--- config.mk ---
export PLATFORM = sky130hd
export DESIGN_NAME = lla_row_rule
export DESIGN_NICKNAME = d
export VERILOG_FILES = /design/src/hw/rtl/life_like_automaton_engine_defines.svh /design/src/hw/rtl/lla_pkg.sv /design/src/hw/rtl/lla_row_rule.sv
export SDC_FILE = /design/constraint.sdc
export NUM_CORES = 1
export LEC_CHECK = 0
export ABC_AREA = 1
export BUFFER_PORTS_ARGS = -buffer_cell sky130_fd_sc_hd__buf_2
export CAP_MARGIN = 15
export CORE_UTILIZATION = 30
export DETAILED_ROUTE_END_ITERATION = 6
export GPL_ROUTABILITY_DRIVEN = 0
export SETUP_SLACK_MARGIN = 0.4
export SYNTH_ARGS = -nofsm -noshare
export SYNTH_HDL_FRONTEND = slang
export SYNTH_SLANG_ARGS = --single-unit
--- constraint.sdc ---
create_clock -name vclk -period 7.8
set_input_delay 0.78 -clock vclk [all_inputs]
set_output_delay 0.78 -clock vclk [all_outputs]
set_load 0.05 [all_outputs]
--- src/hw/rtl/life_like_automaton_engine_defines.svh ---
// Assertion macros shared by the life-like automaton engine RTL
`ifndef LIFE_LIKE_AUTOMATON_ENGINE_DEFINES_SVH
`define LIFE_LIKE_AUTOMATON_ENGINE_DEFINES_SVH

// Check that cons holds in the same cycle as ante
`define LLA_ASSERT_NOW(lbl, ante, cons, msg) \
  lbl: assert property (@(posedge clk) disable iff (!rst_n) (ante) |-> (cons)) else $error(msg);

// Check that cons holds in the cycle after ante
`define LLA_ASSERT_NEXT(lbl, ante, cons, msg) \
  lbl: assert property (@(posedge clk) disable iff (!rst_n) (ante) |=> (cons)) else $error(msg);

`endif

--- src/hw/rtl/lla_pkg.sv ---
// Package with constants, codes and types of the life-like automaton engine
`default_nettype none
package lla_pkg;
  localparam int MAX_COLS = 64;
  localparam int MAX_ROWS = 64;
  localparam int COL_W    = $clog2(MAX_COLS);
  localparam int ROW_W    = $clog2(MAX_ROWS);
  localparam int DIM_W    = 7;
  localparam int MASK_W   = 9;
  localparam int CNT_W    = 4;
  localparam int GEN_W    = 16;
  localparam int KIND_W   = 2;
  localparam int APB_AW   = 4;
  localparam int APB_DW   = 32;

  typedef logic [MAX_COLS-1:0] row_t;

  localparam logic [KIND_W-1:0] KIND_WRITE  = 2'd0;
  localparam logic [KIND_W-1:0] KIND_RUN    = 2'd1;
  localparam logic [KIND_W-1:0] KIND_READ   = 2'd2;
  localparam logic [KIND_W-1:0] KIND_UNUSED = 2'd3;

  localparam logic [1:0] REG_WIDTH   = 2'd0;
  localparam logic [1:0] REG_HEIGHT  = 2'd1;
  localparam logic [1:0] REG_BIRTH   = 2'd2;
  localparam logic [1:0] REG_SURVIVE = 2'd3;

  typedef enum logic [2:0] {
    ST_IDLE,
    ST_SEEK,
    ST_SEEK_GEN,
    ST_ALIGN,
    ST_GEN,
    ST_FINISH
  } lla_state_t;
endpackage
`default_nettype wire

--- src/hw/rtl/lla_row_rule.sv ---
// Next-generation value of one row from its own and its two neighbor rows
`default_nettype none
module lla_row_rule (
  input  wire lla_pkg::row_t            up_row,
  input  wire lla_pkg::row_t            mid_row,
  input  wire lla_pkg::row_t            dn_row,
  input  wire logic [lla_pkg::DIM_W-1:0]  used_cols,
  input  wire logic [lla_pkg::MASK_W-1:0] birth_mask,
  input  wire logic [lla_pkg::MASK_W-1:0] survive_mask,
  output lla_pkg::row_t                 new_row
);
  import lla_pkg::*;

  logic [COL_W-1:0] last_col;

  assign last_col = COL_W'(used_cols - DIM_W'(1));

  // Count eight wrapped neighbors per column and apply the rule
  always_comb begin
    logic [COL_W-1:0] wi;
    logic [COL_W-1:0] ei;
    logic [CNT_W-1:0] cnt;
    new_row = mid_row;
    for (int c = 0; c < MAX_COLS; c++) begin
      wi  = (c == 0) ? last_col : COL_W'(c - 1);
      ei  = (COL_W'(c) == last_col) ? '0 : COL_W'(c + 1);
      cnt = CNT_W'(up_row[wi]) + CNT_W'(up_row[c]) + CNT_W'(up_row[ei])
          + CNT_W'(mid_row[wi]) + CNT_W'(mid_row[ei])
          + CNT_W'(dn_row[wi]) + CNT_W'(dn_row[c]) + CNT_W'(dn_row[ei]);
      if (DIM_W'(c) < used_cols) begin
        new_row[c] = mid_row[c] ? survive_mask[cnt] : birth_mask[cnt];
      end
    end
  end
endmodule
`default_nettype wire

==> flow_summary.ini <==
[final_layout]
area.sequential_um2 = 0
sequential_cell_total = 0
layout-drive-gt1-share = 0.08059
fin_util = 0.3305
p_r_area_growth_vs_syn_pct = 8.398
design.final.nets = 5561
n_clock_buffer = 0

[timing]
min_period_over_period = 0.9126
final-hold-violation-count = 0
finalSetupTns_ns = 0
max_freq_mhz = 140.5
grt_setup_unrepaired = false
setup_viol = 0
final_max_slew_viol_count = 0
worst_pin_slew_ns = 1.283
period_needed_ns = 7.118
max-slew-margin-rel = 0.1433

[yosys]
post_synth_main_area_contributors = fa_1 19%, nand2_1 18%, nand3_1 12%
synth.distinct_cells = 35
syn-instance-count = 4885
syn-num-nets = 5555
synth_top_cell_by_area = fa_1
synth_seq_area_share = 0
synth.cells.most_frequent = 1293 x nand2_1, 733 x inv_1, 676 x nand3_1
synth_most_common_cell = nand2_1
post-synth-top-area-fraction = 0.1856
syn_avg_cell_area_um2 = 5.652
mappedNetlistArea_um2 = 27610
ys.warnings.count = 0

[global_routing]
grt_antenna_before_repair = 30
grt_max_degree = 68
global_route.usage.total = 0.2781
grt_pass1_vias = 29860
gr-total-overflow = 0
wire_length_of_the_first_global_routing_pass_um = 196200

[floorplan]
die_w_um = 305.4
num_rows = 110
die_area_um2 = 93240
core_area_um2 = 90560
initial_core_util = 0.3048
pin_count = 281
dieHeight_um = 305.4

[setup_path]
cp_data_required_time_ns = 7.02
worst-setup-path-type = primary input to primary output
critical_path_arrival_ns = 6.34
timing.critical_path.to_type = primary output
crit_path_frequent_cell = nand2_1
cp_slowest_cell = fa_1
cp_num_buf_inv = 8
kind_of_cell_adding_the_most_delay_to_the_critical_path = simple AND/OR/NAND/NOR gates
critical_path_peak_fanout = 37
critPathMaxStageDelay_ns = 0.66
cp-start-kind = primary input

[power]
vdd_drop_max_uv = 130.8
power.leakage_nw = 15.47
power-per-cell-area_nw_per_um2 = 255.7

[cts]
post_cts_buffers = 0
cts.hold.buffers_added = 0
post_cts_resized = 0

[hold_path]
hold_path_depth = 4
hold_path.class = primary input to primary output
hold-path-endpoint = new_row[59]
hp-start = mid_row[59]

[drt]
via_count = 33950
drt_drc_violations_left = 0
first_pass_iters = 5
wl_per_cell_um = 22.26
finalWirelength_um = 135200
antenna_left = 0
detail_route.vias_per_cell = 5.587
drtIter0Drc = 4205

[run]
max_cap_viol_count = 0

[outcome]
status = finished clean

[place]
hpwl_after_detailed_placement_um = 97120
port_buffers = 281
metal layers:
| layer | track usage | up-vias | wire [µm] |
|---|---|---|---|
| met1 | 0.3477 | 15380 | 50530 |
| met2 | 0.4354 | 2110 | 58140 |
| li1 | - | 15890 | - |
| met3 | 0.06170 | 544 | 16210 |
| met4 | 0.1682 | 28 | 10200 |
| met5 | 0 | - | 154 |
worst max-delay path by stage:
stage / start / endpoint / slack [ns] / cells past startpoint
after global routing: used_cols[0] / new_row[57] / 0.52 / 27
after CTS: used_cols[0] / new_row[27] / 0.86 / 26
after detailed placement: used_cols[0] / new_row[27] / 0.90 / 26
after floorplan: used_cols[0] / new_row[0] / 1.03 / 27
after global placement: used_cols[0] / new_row[27] / 0.96 / 26
final: used_cols[0] / new_row[27] / 0.68 / 26
layout make-up:
class              count  area, µm²
well taps           1176       1471
diodes                12      30.03
multi-input cells   3818      23580
inverters            746       2809
fillers            10170      60640
repair buffers       325       2041
metrics by stage:
stage | std cells | worst slack (ns) | power [mW] | area [µm²] | hold WS (ns)
after CTS | 6065 | 0.8634 | 7.542 | 29900 | 2.021
final | 6077 | 0.6817 | 7.651 | 29930 | 2.022
after global routing | 6073 | 0.5211 | 8.541 | 29920 | 2.036
after global placement | 6064 | 0.9634 | 7.424 | 29880 | 2.018
after floorplan | 4885 | 1.026 | 5.721 | 27610 | 1.838
after detailed placement | 6065 | 0.8998 | 7.510 | 29900 | 2.019
power by group:
| part | switching, mW | internal, mW |
|---|---|---|
| logic | 4.98 | 2.68 |
| registers | 0 | 0 |
| clock network | 0 | 0.000000105 |
cell families (layout without fill, tap and decap cells):
logic type / after synthesis / after routing / share of synthesized area
adders and majority gates: 453 / 453 / 0.2749
AOI/OAI and AO/OA: 1015 / 1015 / 0.2032
and+or+nand+nor: 2283 / 2283 / 0.3529
buffers and inverters: 1067 / 1071 / 0.1466
other: 0 / 12 / 0
xor gates and xnor gates: 67 / 67 / 0.02248
layout by cell type, fill, tap and decap left out, types with 9 or more instances in the layout:
cell / netlist / layout
a21oi_1: 381 / 381
buf_12: 0 / 20
buf_2: 12 / 261
buf_4: 3 / 43
diode_2: 0 / 12
fa_1: 256 / 256
ha_1: 197 / 196
inv_1: 733 / 726
inv_2: 10 / 13
nand2_1: 1293 / 1293
nand2_2: 15 / 15
nand3_1: 676 / 676
nand4_1: 19 / 19
nor2_1: 194 / 194
nor2_2: 13 / 13
nor2_4: 9 / 9
nor3_1: 48 / 48
o211ai_1: 191 / 191
o21ai_0: 404 / 404
o21ai_1: 20 / 20
xnor2_1: 20 / 20
xor2_1: 44 / 44
worst min-delay path, delay by kind of cell:
kind | cells | cell delay (ns)
buf+inv | 2 | 0.35
simple gates | 2 | 0.11
No activity file was read; power rests on OpenSTA's default activity.
