`src/hw/rtl/life_like_automaton_engine_defines.svh`:
```
// Assertion macros shared by the life-like automaton engine RTL
`ifndef LIFE_LIKE_AUTOMATON_ENGINE_DEFINES_SVH
`define LIFE_LIKE_AUTOMATON_ENGINE_DEFINES_SVH

// Check that cons holds in the same cycle as ante
`define LLA_ASSERT_NOW(lbl, ante, cons, msg) \
  lbl: assert property (@(posedge clk) disable iff (!rst_n) (ante) |-> (cons)) else $error(msg);

// Check that cons holds in the cycle after ante
`define LLA_ASSERT_NEXT(lbl, ante, cons, msg) \
  lbl: assert property (@(posedge clk) disable iff (!rst_n) (ante) |=> (cons)) else $error(msg);

`endif

```
`src/hw/rtl/lla_pkg.sv`:
```
// Package with constants, codes and types of the life-like automaton engine
`default_nettype none
package lla_pkg;
  localparam int MAX_COLS = 64;
  localparam int MAX_ROWS = 64;
  localparam int COL_W    = $clog2(MAX_COLS);
  localparam int ROW_W    = $clog2(MAX_ROWS);
  localparam int DIM_W    = 7;
  localparam int MASK_W   = 9;
  localparam int CNT_W    = 4;
  localparam int GEN_W    = 16;
  localparam int KIND_W   = 2;
  localparam int APB_AW   = 4;
  localparam int APB_DW   = 32;

  typedef logic [MAX_COLS-1:0] row_t;

  localparam logic [KIND_W-1:0] KIND_WRITE  = 2'd0;
  localparam logic [KIND_W-1:0] KIND_RUN    = 2'd1;
  localparam logic [KIND_W-1:0] KIND_READ   = 2'd2;
  localparam logic [KIND_W-1:0] KIND_UNUSED = 2'd3;

  localparam logic [1:0] REG_WIDTH   = 2'd0;
  localparam logic [1:0] REG_HEIGHT  = 2'd1;
  localparam logic [1:0] REG_BIRTH   = 2'd2;
  localparam logic [1:0] REG_SURVIVE = 2'd3;

  typedef enum logic [2:0] {
    ST_IDLE,
    ST_SEEK,
    ST_SEEK_GEN,
    ST_ALIGN,
    ST_GEN,
    ST_FINISH
  } lla_state_t;
endpackage
`default_nettype wire

```
`src/hw/rtl/lla_row_cell.sv`:
```
// One grid row held in the rotating chain of row cells
`default_nettype none
module lla_row_cell (
  input  wire logic          clk,
  input  wire logic          rst_n,
  input  wire logic          shift_en,
  input  wire logic          load_en,
  input  wire lla_pkg::row_t shift_d,
  input  wire lla_pkg::row_t load_d,
  output lla_pkg::row_t      row_q
);
  import lla_pkg::*;

  row_t row_r;

  // Take a local update first, else the neighbor's row
  always_ff @(posedge clk) begin
    if (!rst_n) begin
      row_r <= '0;
    end else if (load_en) begin
      row_r <= load_d;
    end else if (shift_en) begin
      row_r <= shift_d;
    end
  end

  assign row_q = row_r;
endmodule
`default_nettype wire

```
`config.mk`:
```
export PLATFORM = sky130hd
export DESIGN_NAME = lla_row_cell
export DESIGN_NICKNAME = d
export VERILOG_FILES = /design/src/hw/rtl/life_like_automaton_engine_defines.svh /design/src/hw/rtl/lla_pkg.sv /design/src/hw/rtl/lla_row_cell.sv
export SDC_FILE = /design/constraint.sdc
export NUM_CORES = 1
export LEC_CHECK = 0
export BUFFER_PORTS_ARGS = -buffer_cell sky130_fd_sc_hd__buf_2
export CAP_MARGIN = 30
export CORE_MARGIN = 10
export CORE_UTILIZATION = 48
export DETAILED_ROUTE_END_ITERATION = 8
export PLACE_DENSITY = 0.88
export SLEW_MARGIN = 25
export SYNTH_ARGS = -nofsm -noshare
export SYNTH_HDL_FRONTEND = slang
export SYNTH_SLANG_ARGS = --single-unit
```
`constraint.sdc`:
```
create_clock -name clk -period 1.75 [get_ports clk]
set_input_delay 0.35 -clock clk [delete_from_list [all_inputs] [get_ports clk]]
set_output_delay 0.35 -clock clk [all_outputs]
set_load 0.01 [all_outputs]
```
==> results.txt, run 1 <==
The number of antenna violations at the first check in global routing is 1. 196 I/O pins were placed. The worst register-to-register path ends at row_q[43]$_SDFFE_PN0P_. The worst setup path is captured at an output port.

For this run, asynchronously set or reset flops after synthesis account for 0%. The cell area after synthesis is 3500 sq um. Headroom to the max-slew limit came out at 80.2%.

Relative to the synthesized area, the layout overhead comes to 35.7%. The maximum clock frequency came out at around 850 MHz. The post-CTS setup buffer count is 0. The vertical die dimension is approximately 110 microns. The flip-flop count of the largest register after layout came out at 64. The total internal power came out at ~0.0029 W. The tree is rooted in a sky130_fd_sc_hd__clkbuf_8. The largest single stage delay on the critical path is ~0.36 ns. Grouping stages by cell kind, the critical path spends the most delay in flip-flops.

The clock latency reported for the late side of the worst-skew pair came out at 0.32 ns. The row count is 31. The effective utilization at floorplan is 48.8%.

For this design the total switching power over the nets is 0.000944 W. The deepest clock path buffer count is 2. The clock network is responsible for 35.7% of the overall power. The number of instances resized during post-cts repair came out at 0.

The number of global-route vias before repair came out at 3,262. Net switching is 24.7% of the power. The final sum of negative setup slack came out at 0 ns. The post-cts hold buffer count came out at 0. The worst hold path begins at load_d[46]. The commonest cells after synthesis are 64 x sky130_fd_sc_hd__dfxtp_1, 64 x sky130_fd_sc_hd__o211a_1, 60 x sky130_fd_sc_hd__mux2_4, 33 x sky130_fd_sc_hd__or2b_1, 31 x sky130_fd_sc_hd__nand2b_1.

The average via count per standard cell came out at 5.08. The iteration-0 DRC count of the detailed router is 67. TritonCTS built the clock tree. The worst hold path belongs to the class in -> reg. The combined global-route utilization of all metal layers came out at ~17%. The clock transition at the registers of the reported paths came out at 0.07 ns. The data arrival at the endpoint of the critical path came out at 0.83 ns. The critical-path maximum fanout came out at 2. The number of max-capacitance violations reported is 0. The total area inside the core boundary comes to 7180 sq um. The depth of the worst hold-timing path came out at 3.

In the final layout, the share of cells above drive strength 1 is between 50% and 60%. The run finished with clean final reports. The number of CTS-inserted buffers is 9. The synthesized netlist net count is 416. The final setup violation count came out at 0. The worst setup path is launched from a flop. The startpoint identified for the worst register-to-register timing path is row_q[43]$_SDFFE_PN0P_. The final antenna-violating net count came out at 0. The worst setup slack for register-to-register paths is roughly 0.85 ns.

The cell count after synthesis came out at around 280. The final weighted congestion in routability-driven placement is about 0.8. The hold violation total from the final report came out at 0. The number of cells on the worst reg-to-reg path came out at 2.

The total overflow left after global routing is 0. In the post-synthesis netlist, the biggest area contributors are sky130_fd_sc_hd__dfxtp_1 37%, sky130_fd_sc_hd__mux2_4 26%, sky130_fd_sc_hd__o211a_1 18%. The slew at the pin closest to its max-slew limit is 0.296 ns. For this design, the slowest cell found on the critical path is sky130_fd_sc_hd__dfxtp_1. The mean routed wirelength per cell came out at approximately 17 microns. The area taken by flip-flops and latches came out at 1280 sq um. The number of max-slew violations in the final report came out at 0. The mean cell area of the mapped netlist is 12.3 sq um. Counting every sink on the clock net gives 64. IR analysis of the VDD net gives a maximum drop of 0.536 mV.

For this run, the leading register cell type out of synthesis is sky130_fd_sc_hd__dfxtp_1. The portion of the clock cycle consumed by the worst path in the final layout is 67.3%. For this design the static power due to leakage is 2.89 nW.

In the final layout, the multi-input gates occupy just over 2000 sq um. The area share of the largest cell type after synthesis is a little over a third. The count of flip-flops with a built-in enable after synthesis came out at 0.

The count of TritonRoute iterations in the first routing pass came out at 4. The worst endpoint required time came out at ~1.4 ns. Setup repair after global routing left no endpoint under its margin. The final core area utilization is roughly two thirds. The signal on the critical path passes through buf_2. The critical path is of the reg -> out type.

For hold timing, the worst endpoint is row_q[46]$_SDFFE_PN0P_. For this run, the register share of the synthesized area comes to 36.6%. The clock skew after layout came out at 0 ns. The overall die area came out at about 11,000 sq um. The post-detailed-routing wire length is 10.0 mm. The biggest area contributor in the post-synthesis netlist is sky130_fd_sc_hd__dfxtp_1. Dividing total power by cell area gives a power density of 806 nW/um^2. Of the total power, registers draw a little over two fifths.

The number of buffers and inverters on the critical path is 1. The filler cell count in the final layout is 583. In the routed design, unresolved DRC markers number 0. In this run the tool buffered the top-level ports with 195 buffer cells. The final net count is between 600 and 700.

The number of unique standard cell types used by synthesis came out at 12. The number of warnings issued by yosys is 0. The estimated wirelength of the detail-placed design came out at 7.56 mm. The via count came out at 2,915. Entering global routing, the biggest net connects 77 pins. The final critical-path required period is ~1.2 ns. Combinational cells account for a little over a fifth of the total power. The global-route wire length before repair came out at 15.7 mm.

The die outline width is 105 microns. The deepest level of the CTS H-tree is 3. Counting flops and latches in the post-synthesis netlist gives 64.
## worst min-delay path, delay by kind of cell
family,cells,cell delay [ns]
AND/OR/NAND/NOR,1,0.08
AO/OA/AOI/OAI,1,0.13
buffers and inverters,1,0.07
## metal layers
| metal | share of wire (%) | routed length (microns) | track usage (%) | up-vias |
|---|---|---|---|---|
| met5 | 0 | 0 | 0 | - |
| met3 | 9.7 | 973 | 8.16 | 20 |
| met2 | 50 | 4980 | 30.2 | 127 |
| met4 | 2.1 | 214 | 7.16 | 0 |
| li1 | - | - | - | 1395 |
| met1 | 38 | 3860 | 17.0 | 1373 |
## worst max-delay path by stage
stage | startpoint | to | cells past startpoint
global route | row_q[62]$_SDFFE_PN0P_ | row_q[62] | 1
global placement | shift_en | row_q[62]$_SDFFE_PN0P_ | 4
finish | row_q[62]$_SDFFE_PN0P_ | row_q[62] | 1
floorplan | shift_en | row_q[10]$_SDFFE_PN0P_ | 4
CTS | row_q[62]$_SDFFE_PN0P_ | row_q[62] | 1
detailed placement | shift_en | row_q[0]$_SDFFE_PN0P_ | 4
## cell families after synthesis
logic type             after synthesis  synth area share (%)
AOI/OAI and AO/OA                   64                  18.3
muxes                               64                  27.0
DFF                                 64                  36.6
and+or+nand+nor                     64                  12.6
buffers and inverters               28                  5.43
## power groups by stage
stage	combinational [W]	sequential [W]	clock (W)
after floorplan	0.000467	0.00171	0
after global placement	0.000813	0.00165	0
after detailed placement	0.000841	0.00166	0
after CTS	0.000845	0.00163	0.00140
after global routing	0.000903	0.00164	0.00147
final	0.000834	0.00163	0.00137
## through the flow
stage | hold slack [ns] | power [W] | instance area, sq um | setup WS [ns] | instances
floorplan | 0.576 | 0.00217 | 3500 | 0.494 | 284
global placement | 0.581 | 0.00246 | 4530 | 0.315 | 557
detailed placement | 0.587 | 0.00250 | 4530 | 0.289 | 557
CTS | 0.315 | 0.00387 | 4750 | 0.556 | 573
global route | 0.322 | 0.00401 | 4750 | 0.514 | 574
finish | 0.332 | 0.00383 | 4750 | 0.572 | 574
## layout make-up
| class | instances | share of cell area (%) |
|---|---|---|
| multi-input cells | 192 | 42.7 |
| flip-flops and latches | 64 | 27.0 |
| repair buffers | 202 | 23.1 |
| clock buffers | 14 | 3.85 |
| well taps | 99 | 2.61 |
| clock inverters | 2 | 0.738 |
| diodes | 1 | 0.0527 |
## layout by cell type, fill, tap and decap left out
master                      instances
sky130_fd_sc_hd__buf_12             5
sky130_fd_sc_hd__buf_2            193
sky130_fd_sc_hd__buf_4              4
sky130_fd_sc_hd__bufinv_16          1
sky130_fd_sc_hd__clkbuf_1           1
sky130_fd_sc_hd__clkbuf_8          13
sky130_fd_sc_hd__clkinv_2           1
sky130_fd_sc_hd__dfxtp_1           64
sky130_fd_sc_hd__diode_2            1
sky130_fd_sc_hd__mux2_2             4
sky130_fd_sc_hd__mux2_4            60
sky130_fd_sc_hd__nand2b_1          31
sky130_fd_sc_hd__o211a_1           64
sky130_fd_sc_hd__or2b_1            33
No activity file was read; power rests on OpenSTA's default activity.
==> run 2: changes to the inputs <==
Settings changed: CORE_UTILIZATION 48 to 45, PLACE_DENSITY 0.88 to 0.83.
Clock period 1.75 ns to 1.12 ns, I/O delays scaled along.
==> run 2 against run 1 <==
Non-clock buffer count is 9 higher. Flip-flop and latch count stayed put. Clock power is 30% higher. First-iteration DRC count is 48% higher. Wire length is 0.33% higher. Setup slack worse by 0.50 ns. Largest cell class unchanged. Highest routed layer unchanged.
==> results.txt, run 2 (synthesis results as in run 1) <==
The flow ran to the end, and the final reports show no timing, DRC or antenna violations. STA classifies the critical path endpoint as an output port. After floorplanning, the core was divided into 32 placement rows. The routed design has 10.1 mm of wire. The number of buffers and inverters on the critical path is 1. The placed instance count is about 570. The iteration-0 DRC count of the detailed router is 99. 196 I/O pins were placed. The portion of the clock cycle consumed by the worst path in the final layout came out at between 90% and 100%.

In this run the critical register-to-register path is launched from row_q[35]$_SDFFE_PN0P_. The via count is 2,900. Cells with a size suffix above 1 make up 60.5% of the layout. Global routing consumed, over all layers together, 16.2% of the routing resources. The filler cell count in the final layout is 620. The number of CTS-inserted buffers is 9. The clock skew after layout is 0 ns. The biggest cell delay along the critical path came out at ~0.35 ns. The final setup violation count came out at 0. The startpoint kind of the worst setup timing path is a flop. The clock transition at the registers of the reported paths came out at 0.08 ns. Leaving out filler cells and counting taps, the final layout contains 585.

The number of max-capacitance violations reported is 0. For the worst-skew pair, the clock arrives at the later sink with an insertion delay of 0.31 ns. The kind of cell with the highest combined delay along the critical path is flip-flops. The global-route wire length before repair came out at 15.6 mm. After detailed routing, the number of remaining DRC violations is 0. At the pin with the least slew margin, the transition time is 0.226 ns. The core region area is around 7600 sq um. The overall power came out at ~0.0057 W. The number of input and output port buffers inserted came out at 195. Entering global routing, the biggest net connects 54 pins. In the final timing run, aggregate negative setup slack is 0 ns. The final core area utilization is between 60 and 70%. The number of global-route vias before repair is 3,132.

In this run the static leakage power is 2.91 nW. The number of antenna cells inserted is 0. The total global routing overflow came out at 0. The worst pin sits at a relative slew slack of 84.9%. The estimated wirelength of the detail-placed design came out at 7.84 mm.

The library cell used most frequently in the layout, excluding fill and tap cells, is sky130_fd_sc_hd__buf_2. The number of antenna violations at the first check in global routing was 0. The ratio of total power to cell area came out at about 1200 nW/um^2. The H-tree was split into 3 levels. The mean routed wirelength per cell came out at approximately 17 microns. Tracing the worst setup path back leads to its startpoint at row_q[39]$_SDFFE_PN0P_. In this run the worst path has a maximum fanout of 2. The setup slack after layout came out at between 0.07 and 0.08 ns.

The count of TritonRoute iterations in the first routing pass came out at 4. The final antenna-violating net count is 0. Setup repair after global routing left no endpoint under its margin. The startpoint-to-endpoint class of the critical path is reg -> out. The final critical-path required period came out at 1.04 ns. The hold violation total from the final report came out at 0.

On the critical path, the stage with the largest delay is an instance of sky130_fd_sc_hd__dfxtp_1. The area taken by flip-flops and latches is 1280 sq um. Walking the worst path, the cells encountered are buf_2.

The maximum vdd drop came out at between 0.5 and 0.6 mV. The final net count is ~600. The type of the most critical hold path is in -> reg.

The pre-CTS setup slack is -0.139 ns. The maximum clock frequency is 958 MHz. In this run the most critical hold path is launched from load_d[58]. The final weighted congestion in routability-driven placement came out at 0.825. The total number of clock tree sinks is 64. The die is 108 microns tall.

The overall die area came out at between 10,000 and 15,000 sq um. The die outline width came out at 108 microns. The data arrival at the endpoint of the critical path is ~0.82 ns. The top cell types in the final layout, fill and taps aside, are 193 x sky130_fd_sc_hd__buf_2, 64 x sky130_fd_sc_hd__o211a_1, 63 x sky130_fd_sc_hd__dfxtp_1. The effective utilization at floorplan is ~46%. The worst endpoint required time is 0.90 ns.

The register with the most flip-flops in the layout has 64 of them. In this run the clock root is driven by a sky130_fd_sc_hd__clkbuf_8. Counting along the longest clock path gives a buffer depth of 2.

In the routed layout, each cell is associated on average with a via count of 4.96. The area used by multi-input combinational logic is 2030 sq um. The number of max-slew violations in the final report came out at 0. Relative to the synthesized area, the layout overhead comes to 37.1%. TritonCTS built the clock tree.
==> run 2: worst paths after layout <==
path | slack, ns | cells after the start | to
max | 0.08 | 1 | row_q[39]
min | 0.21 | 3 | row_q[58]$_SDFFE_PN0P_
max reg2reg | 0.21 | 2 | row_q[35]$_SDFFE_PN0P_
min reg2reg | 0.61 | 2 | row_q[15]$_SDFFE_PN0P_
==> run 2: stage by stage <==
step,hold WS (ns),cell area [sq um]
2_1_floorplan,0.450,3500
3_3_place_gp,0.531,4610
3_5_place_dp,0.542,4610
4_1_cts,0.188,4800
5_1_grt,0.192,4800
6_report,0.210,4800
==> run 2: cell type report <==
type,instances,area share [%]
timing repair buffer,211,24.5
multi-input combinational,192,42.3
clock buffer,10,2.87
tap,102,2.66
sequential,64,26.7
clock inverter,6,0.939
==> run 2: worst register-to-register path, stage by stage, from the launching register on <==
cell,delay [ns]
sky130_fd_sc_hd__dfxtp_2,0.34
sky130_fd_sc_hd__mux2_4,0.27
sky130_fd_sc_hd__o211a_1,0.20
==> run 2: repair_timing <==
action	4_1_cts	5_1_grt
resized for setup	0	1
setup buffers	0	0
endpoints found under the setup margin	0	1
hold buffers	0	0
==> run 2: per-layer routing <==
| metal | vias up | global-route usage [%] | part of all wire (%) |
|---|---|---|---|
| li1 | 1410 | - | - |
| met1 | 1362 | 18.9 | 42 |
| met2 | 122 | 26.4 | 48 |
| met3 | 6 | 6.48 | 9.8 |
| met4 | 0 | 5.63 | 0.88 |
| met5 | - | 0 | 0 |
==> run 2: power breakdown <==
| group | internal, W | switching [W] |
|---|---|---|
| Sequential | 0.00245 | 0.0000900 |
| Combinational | 0.000809 | 0.000525 |
| Clock | 0.000866 | 0.000912 |
==> run 3: changes to the inputs <==
Settings changed: CORE_MARGIN 10 to 2.
==> run 3 against run 2 <==
Sequential power hardly changed. Combinational power about the same. Flip-flop and latch count unchanged. Via count shrank 0.76%. Non-clock buffer count fell by 7. First-iteration DRC count is 46% lower. Power up 3.6%. Setup slack worse by 0.00098 ns.
==> results.txt, run 3 (synthesis results as in run 1) <==
For this block, the initial DRC count from the detailed router was 53. The worst slew margin relative to its limit is 85.0%. The number of instances resized during post-cts repair came out at 0.

In this run switching power makes up 25.0% of total power. The post-CTS setup buffer count is 0. The number of max-slew violations in the final report is 0. 196 I/O pins were placed.

The total internal power is 0.00440 W. The largest net degree at the start of global routing came out at 47. The first global-routing pass estimated 13.4 mm of wire. The number of max-capacitance violations reported is 0.

The overall die area came out at ~8500 sq um. The clock latency reported for the late side of the worst-skew pair is 0.33 ns. After clock tree synthesis, the clock-pin slew on the worst setup and hold paths is around 0.070 ns. The clock skew after layout came out at 0 ns. Measured in cells, the most critical reg-to-reg path has a length of 2.

The final sum of negative setup slack is 0 ns. For this run, the post-layout net count is roughly 600. The min-delay analysis places its worst path in the category in -> reg.

The hold violation total from the final report is 0. Setup repair after global routing left no endpoint under its margin. The cell at the root of the clock tree is sky130_fd_sc_hd__clkbuf_8. The number of input and output port buffers inserted is 195. The effective utilization at floorplan is 45.8%.

The biggest cell delay along the critical path came out at 0.35 ns. The mean routed wirelength per cell is 14.5 microns. The deepest level of the CTS H-tree is 3.

The slew at the pin closest to its max-slew limit is 0.225 ns. The critical-path maximum fanout is 2. The final antenna-violating net count is 0. The row count is 32. The total stage count of the critical path is 1.

The placed instance count came out at 562. The average via count per standard cell is between 4 and 5. The portion of total power attributed to the clock network came out at 34.3%. Wires add up to around 8.4 mm. For this design, the slowest cell found on the critical path is sky130_fd_sc_hd__dfxtp_1.

The data arrival at the endpoint of the critical path came out at between 0.8 and 0.9 ns. The total number of clock tree sinks is 64. Timing analysis after detailed placement gives a worst setup slack of -0.164 ns. The critical path is of the reg -> out type.

Counting the buffers created by CTS gives 9. The die is 92.2 microns tall. The portion of the clock cycle consumed by the worst path in the final layout is 93.3%. The count of unresolved DRC violations after routing is 0. The ratio of total power to cell area came out at 1230 nW/um^2. The maximum vdd drop is 0.597 mV.

The clock period could shrink to between 1 and 1.5 ns. Summed over all cells, the static leakage comes to 2.90 nW. The sequential group share of total power came out at 43.4%. The die outline width is 92.2 microns. The count of TritonRoute iterations in the first routing pass is 5. The combined global-route utilization of all metal layers is 19.5%.

The via count came out at 2,878. The final non-filler cell total came out at 578. The area added between synthesis and finish came out at 36.4%. The final setup violation count is 0. The worst endpoint required time is 0.90 ns. Traced cell by cell, the critical path runs through buf_2. The run finished with clean final reports. The worst hold path passes through 3 cells. The post-route netlist has between 50% and 60% of its cells at a drive strength greater than 1.

The flip-flop count of the largest register after layout is 64. The floorplan step defined a core boundary enclosing 7650 sq um. The number of global-route vias before repair came out at 2,958. The congestion estimate from routability-driven global placement came to 0.748. The worst setup path is launched from a flop.

Per report_power, the combinational group accounts for 22.3% of the total. At the end of the flow the core is filled with cells to 62.4%. The post-cts hold buffer count is 0. The CTS tree is done. The total global routing overflow came out at 0. The total buffers and inverters traversed by the critical path is 1. In this run the power spent charging and discharging nets is 0.00146 W. The deepest clock path buffer count came out at 2. The library cell used most frequently in the layout, excluding fill and tap cells, is sky130_fd_sc_hd__buf_2. The number of antenna violations at the first check in global routing came to 0. In the post-route analysis, the smallest setup slack over all paths is about 0.075 ns. The family of cells with the greatest summed delay on the critical path is flip-flops. Leaving out fill and tap cells, the most frequent cells in the layout are 193 x sky130_fd_sc_hd__buf_2, 64 x sky130_fd_sc_hd__o211a_1, 64 x sky130_fd_sc_hd__dfxtp_1. The maximum clock frequency came out at 957 MHz. The filler cell count in the final layout came out at between 600 and 700. The estimated wirelength of the detail-placed design came out at 6.15 mm. STA classifies the critical path endpoint as an output port. The number of antenna cells inserted is 0.
run 3: cell types whose count changed in the layout (fill, tap and decap cells not counted), sizes merged:
cell and delta:
clkinvlp -3, buf -7, bufinv +1, clkinv -1, clkbuf +3
run 3: per-stage QoR:
step / hold WS, ns / instance area [sq um] / total power (W)
after global placement: 0.533 / 4570 / 0.00386
final: 0.200 / 4770 / 0.00586
after CTS: 0.179 / 4770 / 0.00594
after detailed placement: 0.540 / 4570 / 0.00391
after floorplan: 0.450 / 3500 / 0.00340
after global routing: 0.187 / 4770 / 0.00614
run 3: power groups by stage:
stage	Clock [W]	Combinational, W	Sequential, W
2_1_floorplan	0	0.000731	0.00267
3_3_place_gp	0	0.00128	0.00258
3_5_place_dp	0	0.00132	0.00259
4_1_cts	0.00208	0.00132	0.00254
5_1_grt	0.00217	0.00141	0.00256
6_report	0.00201	0.00130	0.00254
run 3: metal layers:
layer	vias up	part of all wire (%)	wire, microns	track usage, %
li1	1397	-	-	-
met1	1350	39	3280	20.5
met2	115	51	4310	35.5
met3	16	7.6	636	6.33
met4	0	1.9	162	8.58
met5	-	0	0	0
run 3: path summary, 6_finish.rpt:
| check | slack, ns | start | endpoint |
|---|---|---|---|
| worst max-delay path | 0.08 | row_q[20]$_SDFFE_PN0P_ | row_q[20] |
| worst min-delay path | 0.20 | load_d[52] | row_q[52]$_SDFFE_PN0P_ |
| worst max register to register | 0.22 | row_q[6]$_SDFFE_PN0P_ | row_q[6]$_SDFFE_PN0P_ |
| worst min register to register | 0.61 | row_q[1]$_SDFFE_PN0P_ | row_q[1]$_SDFFE_PN0P_ |
run 3: cell type report:
cell class / count / area (sq um) / share of cell area, %
clock buffers: 13 / 159 / 3.33
clock inverters: 3 / 40.0 / 0.839
multi-input cells: 192 / 2030 / 42.5
flip-flops and latches: 64 / 1280 / 26.8
well taps: 102 / 128 / 2.67
repair buffers: 204 / 1140 / 23.8
